**config.mk**
```make
export PLATFORM = sky130hd
export DESIGN_NAME = ramped_pid_controller_top
export DESIGN_NICKNAME = d
export VERILOG_FILES = /design/src/rtl/rpid_pkg.sv /design/src/rtl/ramped_pid_controller_top.sv /design/src/rtl/rpid_csr.sv /design/src/rtl/rpid_track.sv /design/src/rtl/rpid_gain.sv /design/src/rtl/rpid_drive.sv
export SDC_FILE = /design/constraint.sdc
export NUM_CORES = 2
export LEC_CHECK = 0
export BUFFER_PORTS_ARGS = -buffer_cell sky130_fd_sc_hd__buf_2
export CAP_MARGIN = 25
export CORE_UTILIZATION = 50
export CTS_CLUSTER_SIZE = 12
export DETAILED_ROUTE_END_ITERATION = 8
export HOLD_SLACK_MARGIN = 0.08
export PLACE_DENSITY = 0.66
export SYNTH_ARGS = -nofsm -noshare
export SYNTH_HDL_FRONTEND = slang
export SYNTH_SLANG_ARGS = --single-unit
```
**constraint.sdc**
```tcl
create_clock -name clock -period 18.44 [get_ports clock]
set_input_delay 0 -clock clock [delete_from_list [all_inputs] [get_ports clock]]
set_output_delay 0 -clock clock [all_outputs]
set_load 0.005 [all_outputs]
```
**src/rtl/rpid_pkg.sv**
```systemverilog
// Shared widths, register codes and word types of the ramped PID controller.
package rpid_pkg;

   localparam int SAMPLE_BITS    = 16;
   localparam int GAIN_FRAC_BITS = 8;

   localparam int GAIN_BITS = 16;
   localparam int ILIM_BITS = 23;
   localparam int DLIM_BITS = 15;
   localparam int STEP_BITS = 15;

   // derived datapath widths
   localparam int ERR_BITS   = SAMPLE_BITS + 1;
   localparam int DERR_BITS  = SAMPLE_BITS + 2;
   localparam int INTEG_BITS = ((SAMPLE_BITS + 9) > (ILIM_BITS + 1)) ?
                               (SAMPLE_BITS + 9) : (ILIM_BITS + 1);
   localparam int RAMP_BITS  = ((SAMPLE_BITS > STEP_BITS) ? SAMPLE_BITS : STEP_BITS) + 2;
   localparam int PPROD_BITS = GAIN_BITS + ERR_BITS;
   localparam int DPROD_BITS = GAIN_BITS + DERR_BITS;
   localparam int IPROD_BITS = GAIN_BITS + INTEG_BITS;
   localparam int ACC_BITS   = GAIN_BITS + INTEG_BITS + 1;
   localparam int DRV_BITS   = ACC_BITS - GAIN_FRAC_BITS;

   // configuration port
   localparam int CSR_INDEX_BITS = 3;
   localparam int CSR_DATA_BITS  = (ILIM_BITS > SAMPLE_BITS) ? ILIM_BITS : SAMPLE_BITS;

   localparam logic [CSR_INDEX_BITS-1:0] REG_GAIN_PROP      = 3'd0;
   localparam logic [CSR_INDEX_BITS-1:0] REG_GAIN_INTEG     = 3'd1;
   localparam logic [CSR_INDEX_BITS-1:0] REG_GAIN_DERIV     = 3'd2;
   localparam logic [CSR_INDEX_BITS-1:0] REG_INTEGRAL_LIMIT = 3'd3;
   localparam logic [CSR_INDEX_BITS-1:0] REG_DRIVE_LIMIT    = 3'd4;
   localparam logic [CSR_INDEX_BITS-1:0] REG_TARGET_LEVEL   = 3'd5;
   localparam logic [CSR_INDEX_BITS-1:0] REG_RAMP_INCREMENT = 3'd6;

   typedef struct packed {
      logic [GAIN_BITS-1:0]   gain_prop;
      logic [GAIN_BITS-1:0]   gain_integ;
      logic [GAIN_BITS-1:0]   gain_deriv;
      logic [ILIM_BITS-1:0]   integral_limit;
      logic [DLIM_BITS-1:0]   drive_limit;
      logic [SAMPLE_BITS-1:0] target_level;
      logic [STEP_BITS-1:0]   ramp_increment;
   } cfg_type;

   // error terms leaving the tracking stage (two's complement)
   typedef struct packed {
      logic [ERR_BITS-1:0]    err;
      logic [DERR_BITS-1:0]   derr;
      logic [INTEG_BITS-1:0]  integ;
      logic [SAMPLE_BITS-1:0] setpoint;
   } trk_type;

   // gain products leaving the multiply stage (two's complement)
   typedef struct packed {
      logic [PPROD_BITS-1:0]  p_prod;
      logic [DPROD_BITS-1:0]  d_prod;
      logic [IPROD_BITS-1:0]  i_prod;
      logic [SAMPLE_BITS-1:0] setpoint;
   } prod_type;

endpackage

```
**src/rtl/ramped_pid_controller_top.sv**
```systemverilog
// Top level of the ramped positional PID controller.
//
// One measurement word per control tick enters on req_ (valid/ready); one
// result word (drive, setpoint_used) leaves on rsp_ for every tick, in order.
// Configuration: csr_wr_en writes csr_wr_data to register csr_index at the
// clock edge, no wait; unmapped indexes are ignored. Write only while idle.
//
// Pipeline: input register -> ramp/error/integral stage (loop state lives
// here) -> gain multiply stage -> sum, shift and clamp into the result
// register; each word passes the tracking and gain registers in that order.
// Throughput is one word per cycle while rsp_ready is high; each stage is
// elastic, so the block keeps taking words while earlier results wait, until
// all four registers are full. The one-cycle rate is set by the state loop in
// the tracking stage (ramp step, error and integral clamp update each tick).
//
// A stalled receiver (rsp_ready low) holds rsp_ words steady; the stall
// ripples back and drops req_ready once every stage is occupied.
// Reset (synchronous, active high) zeroes the valid flags, configuration,
// ramped setpoint, previous error and integral, and empties the pipeline.
module ramped_pid_controller_top
   import rpid_pkg::*;
(
   input  logic                      clock,
   input  logic                      reset,
   input  logic                      req_valid,
   output logic                      req_ready,
   input  logic [SAMPLE_BITS-1:0]    req_measurement,
   output logic                      rsp_valid,
   input  logic                      rsp_ready,
   output logic [SAMPLE_BITS-1:0]    rsp_drive,
   output logic [SAMPLE_BITS-1:0]    rsp_setpoint_used,
   input  logic                      csr_wr_en,
   input  logic [CSR_INDEX_BITS-1:0] csr_index,
   input  logic [CSR_DATA_BITS-1:0]  csr_wr_data
);

   cfg_type                       cfg;
   logic                          in_valid_ff, in_valid_in;
   logic signed [SAMPLE_BITS-1:0] meas_ff;
   logic                          trk_ready, trk_valid, gain_ready, gain_valid, drv_ready;
   logic                          req_load;
   trk_type                       trk_word;
   prod_type                      prod_word;

   rpid_csr u_csr (
      .clock       (clock),
      .reset       (reset),
      .csr_wr_en   (csr_wr_en),
      .csr_index   (csr_index),
      .csr_wr_data (csr_wr_data),
      .cfg         (cfg)
   );

   // input register
   assign req_ready   = !in_valid_ff || trk_ready;
   assign req_load    = req_valid && req_ready;
   assign in_valid_in = req_load ? 1'b1 : (trk_ready ? 1'b0 : in_valid_ff);

   always_ff @(posedge clock) begin
      if (reset) begin
         in_valid_ff <= 1'b0;
      end else begin
         in_valid_ff <= in_valid_in;
      end
   end

   always_ff @(posedge clock) begin
      if (req_load) begin
         meas_ff <= req_measurement;
      end
   end

   rpid_track u_track (
      .clock     (clock),
      .reset     (reset),
      .cfg       (cfg),
      .in_valid  (in_valid_ff),
      .in_ready  (trk_ready),
      .in_meas   (meas_ff),
      .out_valid (trk_valid),
      .out_ready (gain_ready),
      .out_word  (trk_word)
   );

   rpid_gain u_gain (
      .clock     (clock),
      .reset     (reset),
      .cfg       (cfg),
      .in_valid  (trk_valid),
      .in_ready  (gain_ready),
      .in_word   (trk_word),
      .out_valid (gain_valid),
      .out_ready (drv_ready),
      .out_word  (prod_word)
   );

   rpid_drive u_drive (
      .clock        (clock),
      .reset        (reset),
      .cfg          (cfg),
      .in_valid     (gain_valid),
      .in_ready     (drv_ready),
      .in_word      (prod_word),
      .out_valid    (rsp_valid),
      .out_ready    (rsp_ready),
      .out_drive    (rsp_drive),
      .out_setpoint (rsp_setpoint_used)
   );

endmodule

```
**src/rtl/rpid_csr.sv**
```systemverilog
// Configuration register file of the ramped PID controller.
module rpid_csr
   import rpid_pkg::*;
(
   input  logic                      clock,
   input  logic                      reset,
   input  logic                      csr_wr_en,
   input  logic [CSR_INDEX_BITS-1:0] csr_index,
   input  logic [CSR_DATA_BITS-1:0]  csr_wr_data,
   output cfg_type                   cfg
);

   cfg_type cfg_ff, cfg_in;

   always_comb begin
      cfg_in = cfg_ff;
      if (csr_wr_en) begin
         case (csr_index)
            REG_GAIN_PROP:      cfg_in.gain_prop      = csr_wr_data[GAIN_BITS-1:0];
            REG_GAIN_INTEG:     cfg_in.gain_integ     = csr_wr_data[GAIN_BITS-1:0];
            REG_GAIN_DERIV:     cfg_in.gain_deriv     = csr_wr_data[GAIN_BITS-1:0];
            REG_INTEGRAL_LIMIT: cfg_in.integral_limit = csr_wr_data[ILIM_BITS-1:0];
            REG_DRIVE_LIMIT:    cfg_in.drive_limit    = csr_wr_data[DLIM_BITS-1:0];
            REG_TARGET_LEVEL:   cfg_in.target_level   = csr_wr_data[SAMPLE_BITS-1:0];
            REG_RAMP_INCREMENT: cfg_in.ramp_increment = csr_wr_data[STEP_BITS-1:0];
            default:            cfg_in = cfg_ff;   // unmapped index: ignored
         endcase
      end
   end

   always_ff @(posedge clock) begin
      if (reset) begin
         cfg_ff <= '0;
      end else begin
         cfg_ff <= cfg_in;
      end
   end

   assign cfg = cfg_ff;

endmodule

```
**src/rtl/rpid_track.sv**
```systemverilog
// Setpoint ramp, error, derivative and clamped integral; holds the loop state.
module rpid_track
   import rpid_pkg::*;
(
   input  logic                          clock,
   input  logic                          reset,
   input  cfg_type                       cfg,
   input  logic                          in_valid,
   output logic                          in_ready,
   input  logic signed [SAMPLE_BITS-1:0] in_meas,
   output logic                          out_valid,
   input  logic                          out_ready,
   output trk_type                       out_word
);

   logic signed [SAMPLE_BITS-1:0] setpoint_ff, setpoint_in;
   logic signed [ERR_BITS-1:0]    prev_err_ff;
   logic signed [INTEG_BITS-1:0]  integ_ff, integ_in;
   logic                          valid_ff, valid_in;
   trk_type                       word_ff;

   logic signed [RAMP_BITS-1:0]    sp_wide, tgt_wide, inc_wide, sp_up, sp_dn, sp_next;
   logic signed [ERR_BITS-1:0]     err_val;
   logic signed [DERR_BITS-1:0]    derr_val;
   logic signed [INTEG_BITS:0]     isum, ilim_pos, ilim_neg, iclamp;
   logic                           load;

   assign in_ready = !valid_ff || out_ready;
   assign load     = in_valid && in_ready;

   always_comb begin
      sp_wide  = RAMP_BITS'(setpoint_ff);
      tgt_wide = RAMP_BITS'($signed(cfg.target_level));
      inc_wide = RAMP_BITS'(cfg.ramp_increment);
      sp_up    = sp_wide + inc_wide;
      sp_dn    = sp_wide - inc_wide;
      // step toward the target, landing on it rather than passing it
      if (sp_wide < tgt_wide) begin
         sp_next = (sp_up >= tgt_wide) ? tgt_wide : sp_up;
      end else if (sp_wide > tgt_wide) begin
         sp_next = (sp_dn <= tgt_wide) ? tgt_wide : sp_dn;
      end else begin
         sp_next = sp_wide;
      end
      setpoint_in = sp_next[SAMPLE_BITS-1:0];

      err_val  = ERR_BITS'(setpoint_in) - ERR_BITS'(in_meas);
      derr_val = DERR_BITS'(err_val) - DERR_BITS'(prev_err_ff);

      isum     = (INTEG_BITS+1)'(integ_ff) + (INTEG_BITS+1)'(err_val);
      ilim_pos = (INTEG_BITS+1)'(cfg.integral_limit);
      ilim_neg = -ilim_pos;
      if (isum > ilim_pos) begin
         iclamp = ilim_pos;
      end else if (isum < ilim_neg) begin
         iclamp = ilim_neg;
      end else begin
         iclamp = isum;
      end
      integ_in = iclamp[INTEG_BITS-1:0];

      valid_in = load ? 1'b1 : (out_ready ? 1'b0 : valid_ff);
   end

   always_ff @(posedge clock) begin
      if (reset) begin
         setpoint_ff <= '0;
         prev_err_ff <= '0;
         integ_ff    <= '0;
         valid_ff    <= 1'b0;
      end else begin
         valid_ff <= valid_in;
         if (load) begin
            setpoint_ff <= setpoint_in;
            prev_err_ff <= err_val;
            integ_ff    <= integ_in;
         end
      end
   end

   always_ff @(posedge clock) begin
      if (load) begin
         word_ff.err      <= err_val;
         word_ff.derr     <= derr_val;
         word_ff.integ    <= integ_in;
         word_ff.setpoint <= setpoint_in;
      end
   end

   assign out_valid = valid_ff;
   assign out_word  = word_ff;

   a_integ_bound: assert property (@(posedge clock) disable iff (reset)
      load |=> (integ_ff <= $signed({1'b0, $past(cfg.integral_limit)})) &&
               (integ_ff >= -$signed({1'b0, $past(cfg.integral_limit)})))
      else $error("integral outside its limit");

   a_ramp_hold: assert property (@(posedge clock) disable iff (reset)
      load && (sp_wide == tgt_wide) |=> $stable(setpoint_ff))
      else $error("setpoint moved while on target");

   a_ramp_no_overshoot: assert property (@(posedge clock) disable iff (reset)
      load && (sp_wide < tgt_wide) |=> setpoint_ff <= $signed($past(cfg.target_level)))
      else $error("rising ramp passed the target");

endmodule

```
**src/rtl/rpid_gain.sv**
```systemverilog
// Gain multiply stage: one registered product per term.
module rpid_gain
   import rpid_pkg::*;
(
   input  logic     clock,
   input  logic     reset,
   input  cfg_type  cfg,
   input  logic     in_valid,
   output logic     in_ready,
   input  trk_type  in_word,
   output logic     out_valid,
   input  logic     out_ready,
   output prod_type out_word
);

   logic signed [GAIN_BITS-1:0]  kp, ki, kd;
   logic signed [ERR_BITS-1:0]   e;
   logic signed [DERR_BITS-1:0]  de;
   logic signed [INTEG_BITS-1:0] ig;
   logic signed [PPROD_BITS-1:0] p_val;
   logic signed [DPROD_BITS-1:0] d_val;
   logic signed [IPROD_BITS-1:0] i_val;
   logic                         valid_ff, valid_in, load;
   prod_type                     word_ff;

   assign in_ready = !valid_ff || out_ready;
   assign load     = in_valid && in_ready;

   always_comb begin
      kp    = cfg.gain_prop;
      ki    = cfg.gain_integ;
      kd    = cfg.gain_deriv;
      e     = in_word.err;
      de    = in_word.derr;
      ig    = in_word.integ;
      p_val = kp * e;
      d_val = kd * de;
      i_val = ki * ig;
      valid_in = load ? 1'b1 : (out_ready ? 1'b0 : valid_ff);
   end

   always_ff @(posedge clock) begin
      if (reset) begin
         valid_ff <= 1'b0;
      end else begin
         valid_ff <= valid_in;
      end
   end

   always_ff @(posedge clock) begin
      if (load) begin
         word_ff.p_prod   <= p_val;
         word_ff.d_prod   <= d_val;
         word_ff.i_prod   <= i_val;
         word_ff.setpoint <= in_word.setpoint;
      end
   end

   assign out_valid = valid_ff;
   assign out_word  = word_ff;

endmodule

```
**src/rtl/rpid_drive.sv**
```systemverilog
// Sum of products, Q8.8 scaling, drive clamp and result register.
module rpid_drive
   import rpid_pkg::*;
(
   input  logic                   clock,
   input  logic                   reset,
   input  cfg_type                cfg,
   input  logic                   in_valid,
   output logic                   in_ready,
   input  prod_type               in_word,
   output logic                   out_valid,
   input  logic                   out_ready,
   output logic [SAMPLE_BITS-1:0] out_drive,
   output logic [SAMPLE_BITS-1:0] out_setpoint
);

   logic signed [ACC_BITS-1:0]  acc;
   logic signed [DRV_BITS-1:0]  drv_raw, dlim_pos, dlim_neg, drv_c;
   logic [SAMPLE_BITS-1:0]      drive_ff, drive_in, setpoint_ff;
   logic                        valid_ff, valid_in, load;

   assign in_ready = !valid_ff || out_ready;
   assign load     = in_valid && in_ready;

   always_comb begin
      acc = ACC_BITS'($signed(in_word.p_prod)) + ACC_BITS'($signed(in_word.d_prod))
          + ACC_BITS'($signed(in_word.i_prod));
      // arithmetic shift: rounds toward minus infinity
      drv_raw  = DRV_BITS'(acc >>> GAIN_FRAC_BITS);
      dlim_pos = DRV_BITS'(cfg.drive_limit);
      dlim_neg = -dlim_pos;
      if (drv_raw > dlim_pos) begin
         drv_c = dlim_pos;
      end else if (drv_raw < dlim_neg) begin
         drv_c = dlim_neg;
      end else begin
         drv_c = drv_raw;
      end
      drive_in = drv_c[SAMPLE_BITS-1:0];
      valid_in = load ? 1'b1 : (out_ready ? 1'b0 : valid_ff);
   end

   always_ff @(posedge clock) begin
      if (reset) begin
         valid_ff <= 1'b0;
      end else begin
         valid_ff <= valid_in;
      end
   end

   always_ff @(posedge clock) begin
      if (load) begin
         drive_ff    <= drive_in;
         setpoint_ff <= in_word.setpoint;
      end
   end

   assign out_valid    = valid_ff;
   assign out_drive    = drive_ff;
   assign out_setpoint = setpoint_ff;

   a_drive_bound: assert property (@(posedge clock) disable iff (reset)
      load |=> ($signed(drive_ff) <= $signed({1'b0, $past(cfg.drive_limit)})) &&
               ($signed(drive_ff) >= -$signed({1'b0, $past(cfg.drive_limit)})))
      else $error("drive outside its limit");

endmodule

```
Yosys cells after proc, flatten, opt, wreduce, memory -nomap -nowiden:

Index checks and enable logic that the tools add are counted.

* register bits after elaboration: 427
* word-level logic and storage cells: 92
* input port bits: 47
* output and inout port bits: 34

* $add $sub $neg: 9
* reduce and logical (&&, ||, !) cells: 24
* $lt $le $gt $ge: 8
* equality and inequality tests: 6
* mux-type cells: 16
* multiply operators: 3

Operator list (number)
* two-way mux 16 bit: 5
* two-way mux 25 bit: 2
* adder 35 x 41 -> 42 bit: 1
* multiplier 16 x 25 -> 41 bit: 1
* adder 33 x 34 -> 35 bit: 1
* > comparator 34 x 16 -> 1 bit: 1
* less-than comparator 34 bit: 1
* multiplier 16 x 18 -> 34 bit: 1
* negator 15 -> 34 bit: 1
* subtractor 16 x 16 -> 17 bit: 2
* multiplier 16 x 17 -> 33 bit: 1
* adder 25 x 17 -> 26 bit: 1
* > comparator 26 x 24 -> 1 bit: 1
* less-than comparator 26 bit: 1
* negator 23 -> 26 bit: 1
* subtractor 17 x 17 -> 18 bit: 1
* adder 16 x 16 -> 17 bit: 1
* greater-or-equal comparator 17 x 16 -> 1 bit: 1
* less-or-equal comparator 17 x 16 -> 1 bit: 1
* > comparator 16 bit: 1
* less-than comparator 16 bit: 1
* two-way mux 15 bit: 1
* AND reduction 2 bit: 7
* == test 3 bit, second input constant: 3
* 8 further kinds: 28

Depth between registers and ports, before layout:

* word-level depth: 10
* mapped depth: 60
* mapped depth without buffers: 57

Modules after synthesis:

Synthesis repeated with hierarchy kept, for this count alone.

* cells, all modules: 6730
* area total of the unflattened synthesis: 63183.1 um2

Modules (own cells, without submodules)
* rpid_gain: seq. area each 3743.6 um2, cells an instance 4058, instances 1, area each 38859.8 um2
* rpid_track: seq. area each 3463.3 um2, cells an instance 1512, instances 1, area each 12896.1 um2
* rpid_drive: seq. area each 980.9 um2, cells an instance 727, instances 1, area each 6259.8 um2
* rpid_csr: seq. area each 2342.2 um2, cells an instance 412, instances 1, area each 4631.9 um2
* ramped_pid_controller_top: seq. area each 500.5 um2, cells an instance 21, instances 1, area each 535.5 um2

Worst setup path before layout:

Ideal clock, no wire load.

* path kind: reg2reg
* start: register u_csr.cfg_ff (netlist bit u_csr.cfg[1])
* end: register u_track.word_ff (netlist bit u_track.out_word[30]), data pin
* slack: 7.228 ns
* arrival time: 10.956 ns
* cell stages (with the launch flop): 55
* required time: 18.183 ns
* setup time: 0.257 ns
* buffers on the path: 3
* clock period less this slack: 11.212 ns
* cells stage by stage: dfxtp_1 inv_1 ha_1 nor2b_1 o21ai_0 a21oi_1 o21ai_0 a211oi_1 o31ai_1 nor4_1 a2111oi_0 xnor2_1 ha_1 nand4_1 o41ai_1 a31oi_1 nor2_1 clkbuf_1 [... 19 more ...] o21ai_0 nor3_1 o21ai_0 nand2_1 xnor2_1 inv_1 ha_1 a21o_1 a21oi_1 nor3b_1 and3_1 a211oi_1 o311ai_1 clkbuf_1 clkbuf_1 nand2_1 a21oi_1 nor2_1

* cells in the longest elaborated chain, start to end: 10
* elaborated cells between the ends (all ways): 14
* classes of those cells: add/sub: 4; order compare: 4; mux: 6

Ends and longest elaborated chain
* from (decl): line rpid_csr.sv:13 `cfg_type cfg_ff, cfg_in;`
* from (signal assigned): line rpid_csr.sv:35 `cfg_ff <= cfg_in;`
* subtractor 16 x 16 -> 17 bit: line rpid_track.sv:36 `sp_dn = sp_wide - inc_wide;`
* less-or-equal comparator 17 x 16 -> 1 bit: line rpid_track.sv:41 `sp_next = (sp_dn <= tgt_wide) ? tgt_wide : sp_dn;`
* two-way mux 16 bit: line rpid_track.sv:41
* two-way mux 16 bit: line rpid_track.sv:40 `end else if (sp_wide > tgt_wide) begin`
* two-way mux 16 bit *: line rpid_track.sv:38 `if (sp_wide < tgt_wide) begin`
* net u_track.sp_next[2]: line rpid_track.sv:22 `logic signed [RAMP_BITS-1:0] sp_wide, tgt_wide, inc_wide, sp_up, sp_dn, sp_next;`
* subtractor 16 x 16 -> 17 bit *: line rpid_track.sv:47 `err_val = ERR_BITS'(setpoint_in) - ERR_BITS'(in_meas);`
* net u_track.err_val[16]: line rpid_track.sv:23 `logic signed [ERR_BITS-1:0] err_val;`
* adder 25 x 17 -> 26 bit *: line rpid_track.sv:50 `isum = (INTEG_BITS+1)'(integ_ff) + (INTEG_BITS+1)'(err_val);`
* less-than comparator 26 bit: line rpid_track.sv:55 `end else if (isum < ilim_neg) begin`
* two-way mux 25 bit: line rpid_track.sv:55
* two-way mux 25 bit *: line rpid_track.sv:53 `if (isum > ilim_pos) begin`
* net u_track.iclamp[14]: line rpid_track.sv:25 `logic signed [INTEG_BITS:0] isum, ilim_pos, ilim_neg, iclamp;`
* to (decl): line rpid_track.sv:20 `trk_type word_ff;`

Mark *: on every way through the listed nets, which the timed path passes. The rest lies on a longest branch.
A chain may end at the register's enable or synchronous reset.

Worst setup path in the final report:

* start: register u_csr.cfg_ff (netlist bit u_csr.cfg[1])
* end: register u_track.integ_ff[18]

* cells in the longest elaborated chain, start to end: 10
* elaborated cells between the ends (all ways): 14
* classes of those cells: add/sub: 4; order compare: 4; mux: 6

Ends and longest elaborated chain
* subtractor 16 x 16 -> 17 bit: line rpid_track.sv:36
* less-or-equal comparator 17 x 16 -> 1 bit: line rpid_track.sv:41
* two-way mux 16 bit: line rpid_track.sv:41
* two-way mux 16 bit: line rpid_track.sv:40
* two-way mux 16 bit *: line rpid_track.sv:38
* net u_track.sp_next[1]: line rpid_track.sv:22
* subtractor 16 x 16 -> 17 bit *: line rpid_track.sv:47
* net u_track.err_val[9]: line rpid_track.sv:23
* adder 25 x 17 -> 26 bit *: line rpid_track.sv:50
* less-than comparator 26 bit: line rpid_track.sv:55
* two-way mux 25 bit: line rpid_track.sv:55
* two-way mux 25 bit *: line rpid_track.sv:53
* net u_track.iclamp[18]: line rpid_track.sv:25
* to (signal assigned): line rpid_track.sv:76 `integ_ff <= integ_in;`
* to (decl): line rpid_track.sv:18 `logic signed [INTEG_BITS-1:0] integ_ff, integ_in;`

Marked as above.

==> results.md <==
* Die height at 352 µm
* Reg2reg path depth at 50
* I/O Pins at 81
* DRT Wirelength at around 170 mm
* GRT overflow at 0
* Clock share of power at 0.152
* Die Width at ~350 µm
* Max cap viols at 0
* Final Hold Viols at 0
* Placed wire-length estimate at about 130 mm
* Placement Cell Area at about 63000 µm²
* Commonest non-fill, non-tap cell in the layout: inv_1
* Hold endpoint: u_csr.cfg[68]
* Skew-Pair Late Insertion Delay at roughly 650 ps
* R2R Setup Slk at 4960 ps
* CP startpoint kind: register
* Footprint of the multi-input gates at about 45000 µm²
* Fin crit share at 0.731
* Switching power at around 3.7 mW
* CTS H-Tree Depth at 2
* Share of total power in sequential cells at 0.230
* First-pass GRT wire length at 275 mm
* Port Buffers at 80
* Power, Total at ~7.3 mW
* Final clock skew at about 48 ps
* Clk sink count at 427
* Layout cells sized above 1 at 0.0383
* # nets final at slightly above 8000
* Worst-case vdd ir drop at between 150 and 200 µV
* Final Core Density at 0.545
* Core area at between 100000 and 150000 µm²
* Pre-CTS setup slack at between 5000 and 6000 ps
* Crit-path max cell delay at 840 ps
* Number of global-route vias before repair at approximately 49000
* Reg2reg end: u_track.integ_ff[18]
* Post-synth top flop: edfxtp_1
* Vias per cell at between 5 and 6
* Total GRT Usage at 0.291
* Total die area at between 100000 and 150000 µm²
* Via count at approximately 46000
* Critical Path RT at around 19000 ps
* Top-area cell type share of the netlist area at 0.327
* R2R Path Start: u_csr.cfg[1]
* Starting Density at 0.507
* Register bit count reported by yosys at 427
* Synthesized cell area at about 61000 µm²
* Post CTS Setup Buffer Count at 0
* HP Start: csr_wr_data[22]
* Layout area overhead at 7.61%
* Post-detailed-route DRC marker count at 0
* 1st-pass router iterations at 6
* Reg area at about 11000 µm²
* GP Congestion at just over 0.9
* Clock-pin slew on the worst setup and hold paths at about 60 ps
* FILL cells at between 10000 and 15000
* Final Max Tran Viols at 0
* CTS Hold Bufs at approximately 80
* Highest clock rate at 74.2 MHz
* Hold Path Class: primary input to register
* Max-slew headroom at 0.286
* Number of synthesized flops with an enable pin at between 200 and 250
* Power Internal at approximately 3.6 mW
* Clock root cell: clkbuf_16
* Setup CP Type: register to register
* Outcome: finished, final reports clean
* Yosys top cell by area: fa_1
* CP max stage cell: a2111oi_0
* # resized after CTS at 0
* Crit-path max FO at 50
* Lkg Pwr at between 20 and 30 nW
* Initial antenna violation count at 9
* PwrDens at 111 nW/µm²
* CTS Buf Count at 51
* Net Sw Frac at 0.507
* Synth warn at 0
* Distinct cells, synth at 87
* Synth Area per Inst at roughly 9 µm²
* Power share of the combinational group at 0.618
* Largest net degree at the start of global routing at just over 80
* FP Rows at ~130
* Post-layout min period at between 10000 and 15000 ps
* Critical path arrival at between 10000 and 15000 ps
* RSZ-0062 raised after global routing: false
* Drt wl/cell at slightly above 20 µm
* Ranking of synthesized cells by area: fa_1 33%, edfxtp_1 12%, ha_1 11%, inv_1 7.3%, nand2_1 6.0%
* Setup_tns at 0 ps
* Worst-Margin Slew at roughly 1100 ps
* Worst setup EP type: register
* Setup WS post-layout at between 4000 and 5000 ps
* Post-DRT Antenna Nets at 0
* FFs w/ async S/R, synth at 0
* Hold path cells at 4
* Syn_nets at ~8200
* CTS max path bufs at 3
* Final instance area at 65800 µm²
* Most frequent cells in the layout: 1186 x inv_1, 999 x fa_1, 976 x nand2_1
* Mapped Cells at approximately 6700
* Setup violators final at 0
* Seq/Total Area, Yosys at 0.180
* Initial detailed-routing violation count at about 3000
* CTS tree: built
[logic make-up (layout without fill, tap and decap cells)]
kind of cell               after synthesis  after routing  synth area share
other                                    0              4                 0
and+or+nand+nor                       2061           2061             0.158
muxes                                   37             37           0.00614
xor gates and xnor gates               236            236            0.0338
AOI/OAI and AO/OA                      912            912            0.0949
buffers and inverters                 1435           1501            0.0883
DFF                                    427            427             0.180
adders and majority gates             1543           1543             0.439
[synthesized netlist by cell type (18+ instances only)]
cell type and number:
a211oi_1 36, a21o_1 101, a21oi_1 362, a31oi_1 40, and2_1 359, and3_1 36, clkbuf_1 228, dfxtp_1 179
edfxtp_1 248, fa_1 999, ha_1 544, inv_1 1187, mux2i_1 33, nand2_1 977, nand2b_1 100, nand3_1 78
nand4_1 41, nor2_1 280, nor2b_1 45, nor3_1 65, o211ai_1 18, o21a_1 39, o21ai_0 130, o21bai_1 31
o31ai_1 22, or3_1 28, xnor2_1 176, xor2_1 60
[worst max path at each step]
stage	start	to	slack, ps
after floorplan	u_csr.cfg[1]	u_track.out_word[30]	7230
after global placement	u_csr.cfg[1]	u_track.integ_ff[18]	5490
after detailed placement	u_csr.cfg[1]	u_track.integ_ff[18]	5310
after global routing	u_csr.cfg[1]	u_track.integ_ff[18]	3630
after CTS	u_csr.cfg[1]	u_track.integ_ff[6]	5180
final	u_csr.cfg[1]	u_track.integ_ff[18]	4960
[layout make-up]
| type | instances | share of cell area |
|---|---|---|
| timing repair buffer | 217 | 0.0254 |
| multi-input combinational | 4789 | 0.680 |
| antenna | 4 | 0.000152 |
| inverter | 1189 | 0.0679 |
| clock inverter | 36 | 0.00793 |
| sequential | 427 | 0.168 |
| tap | 1612 | 0.0307 |
| clock buffer | 59 | 0.0199 |
[per-layer routing]
metal,global-route usage,vias up,share of wire
met4,0.117,10,0.045
li1,-,21100,-
met3,0.0441,321,0.070
met2,0.481,1512,0.47
met1,0.382,23400,0.42
met5,0,-,0.00031
[sequential cells by signal (all words and copies together) (netlist names), 17 cells and up]
name / count
u_gain.out_word: 124
u_track.integ_ff: 25
u_track.out_word: 76
u_csr.cfg: 117
u_track.prev_err_ff: 17
[power groups by stage]
stage | registers (mW) | logic [mW] | clock network, mW
2_1_floorplan | 1.39 | 3.21 | 0
3_3_place_gp | 1.68 | 4.35 | 0
3_5_place_dp | 1.68 | 4.40 | 0
4_1_cts | 1.66 | 4.45 | 1.13
5_1_grt | 1.69 | 4.99 | 1.17
6_report | 1.68 | 4.51 | 1.11
[critical path: cells and delay by family (launching register included)]
kind / cells / cell delay (ps)
DFF: 1 / 410
and+or+nand+nor: 9 / 1770
buffers and inverters: 4 / 1220
muxes: 1 / 270
adders and majority gates: 5 / 1640
xor gates and xnor gates: 3 / 760
AOI/OAI and AO/OA: 28 / 7300
[through the flow]
| stage | hold WS [ps] | cells |
|---|---|---|
| finish | 139 | 8333 |
| detailed placement | 181 | 8152 |
| floorplan | 98.9 | 6651 |
| global placement | 177 | 8147 |
| global route | 142 | 8329 |
| CTS | 87.1 | 8328 |
(Power assumes the default switching activity.)
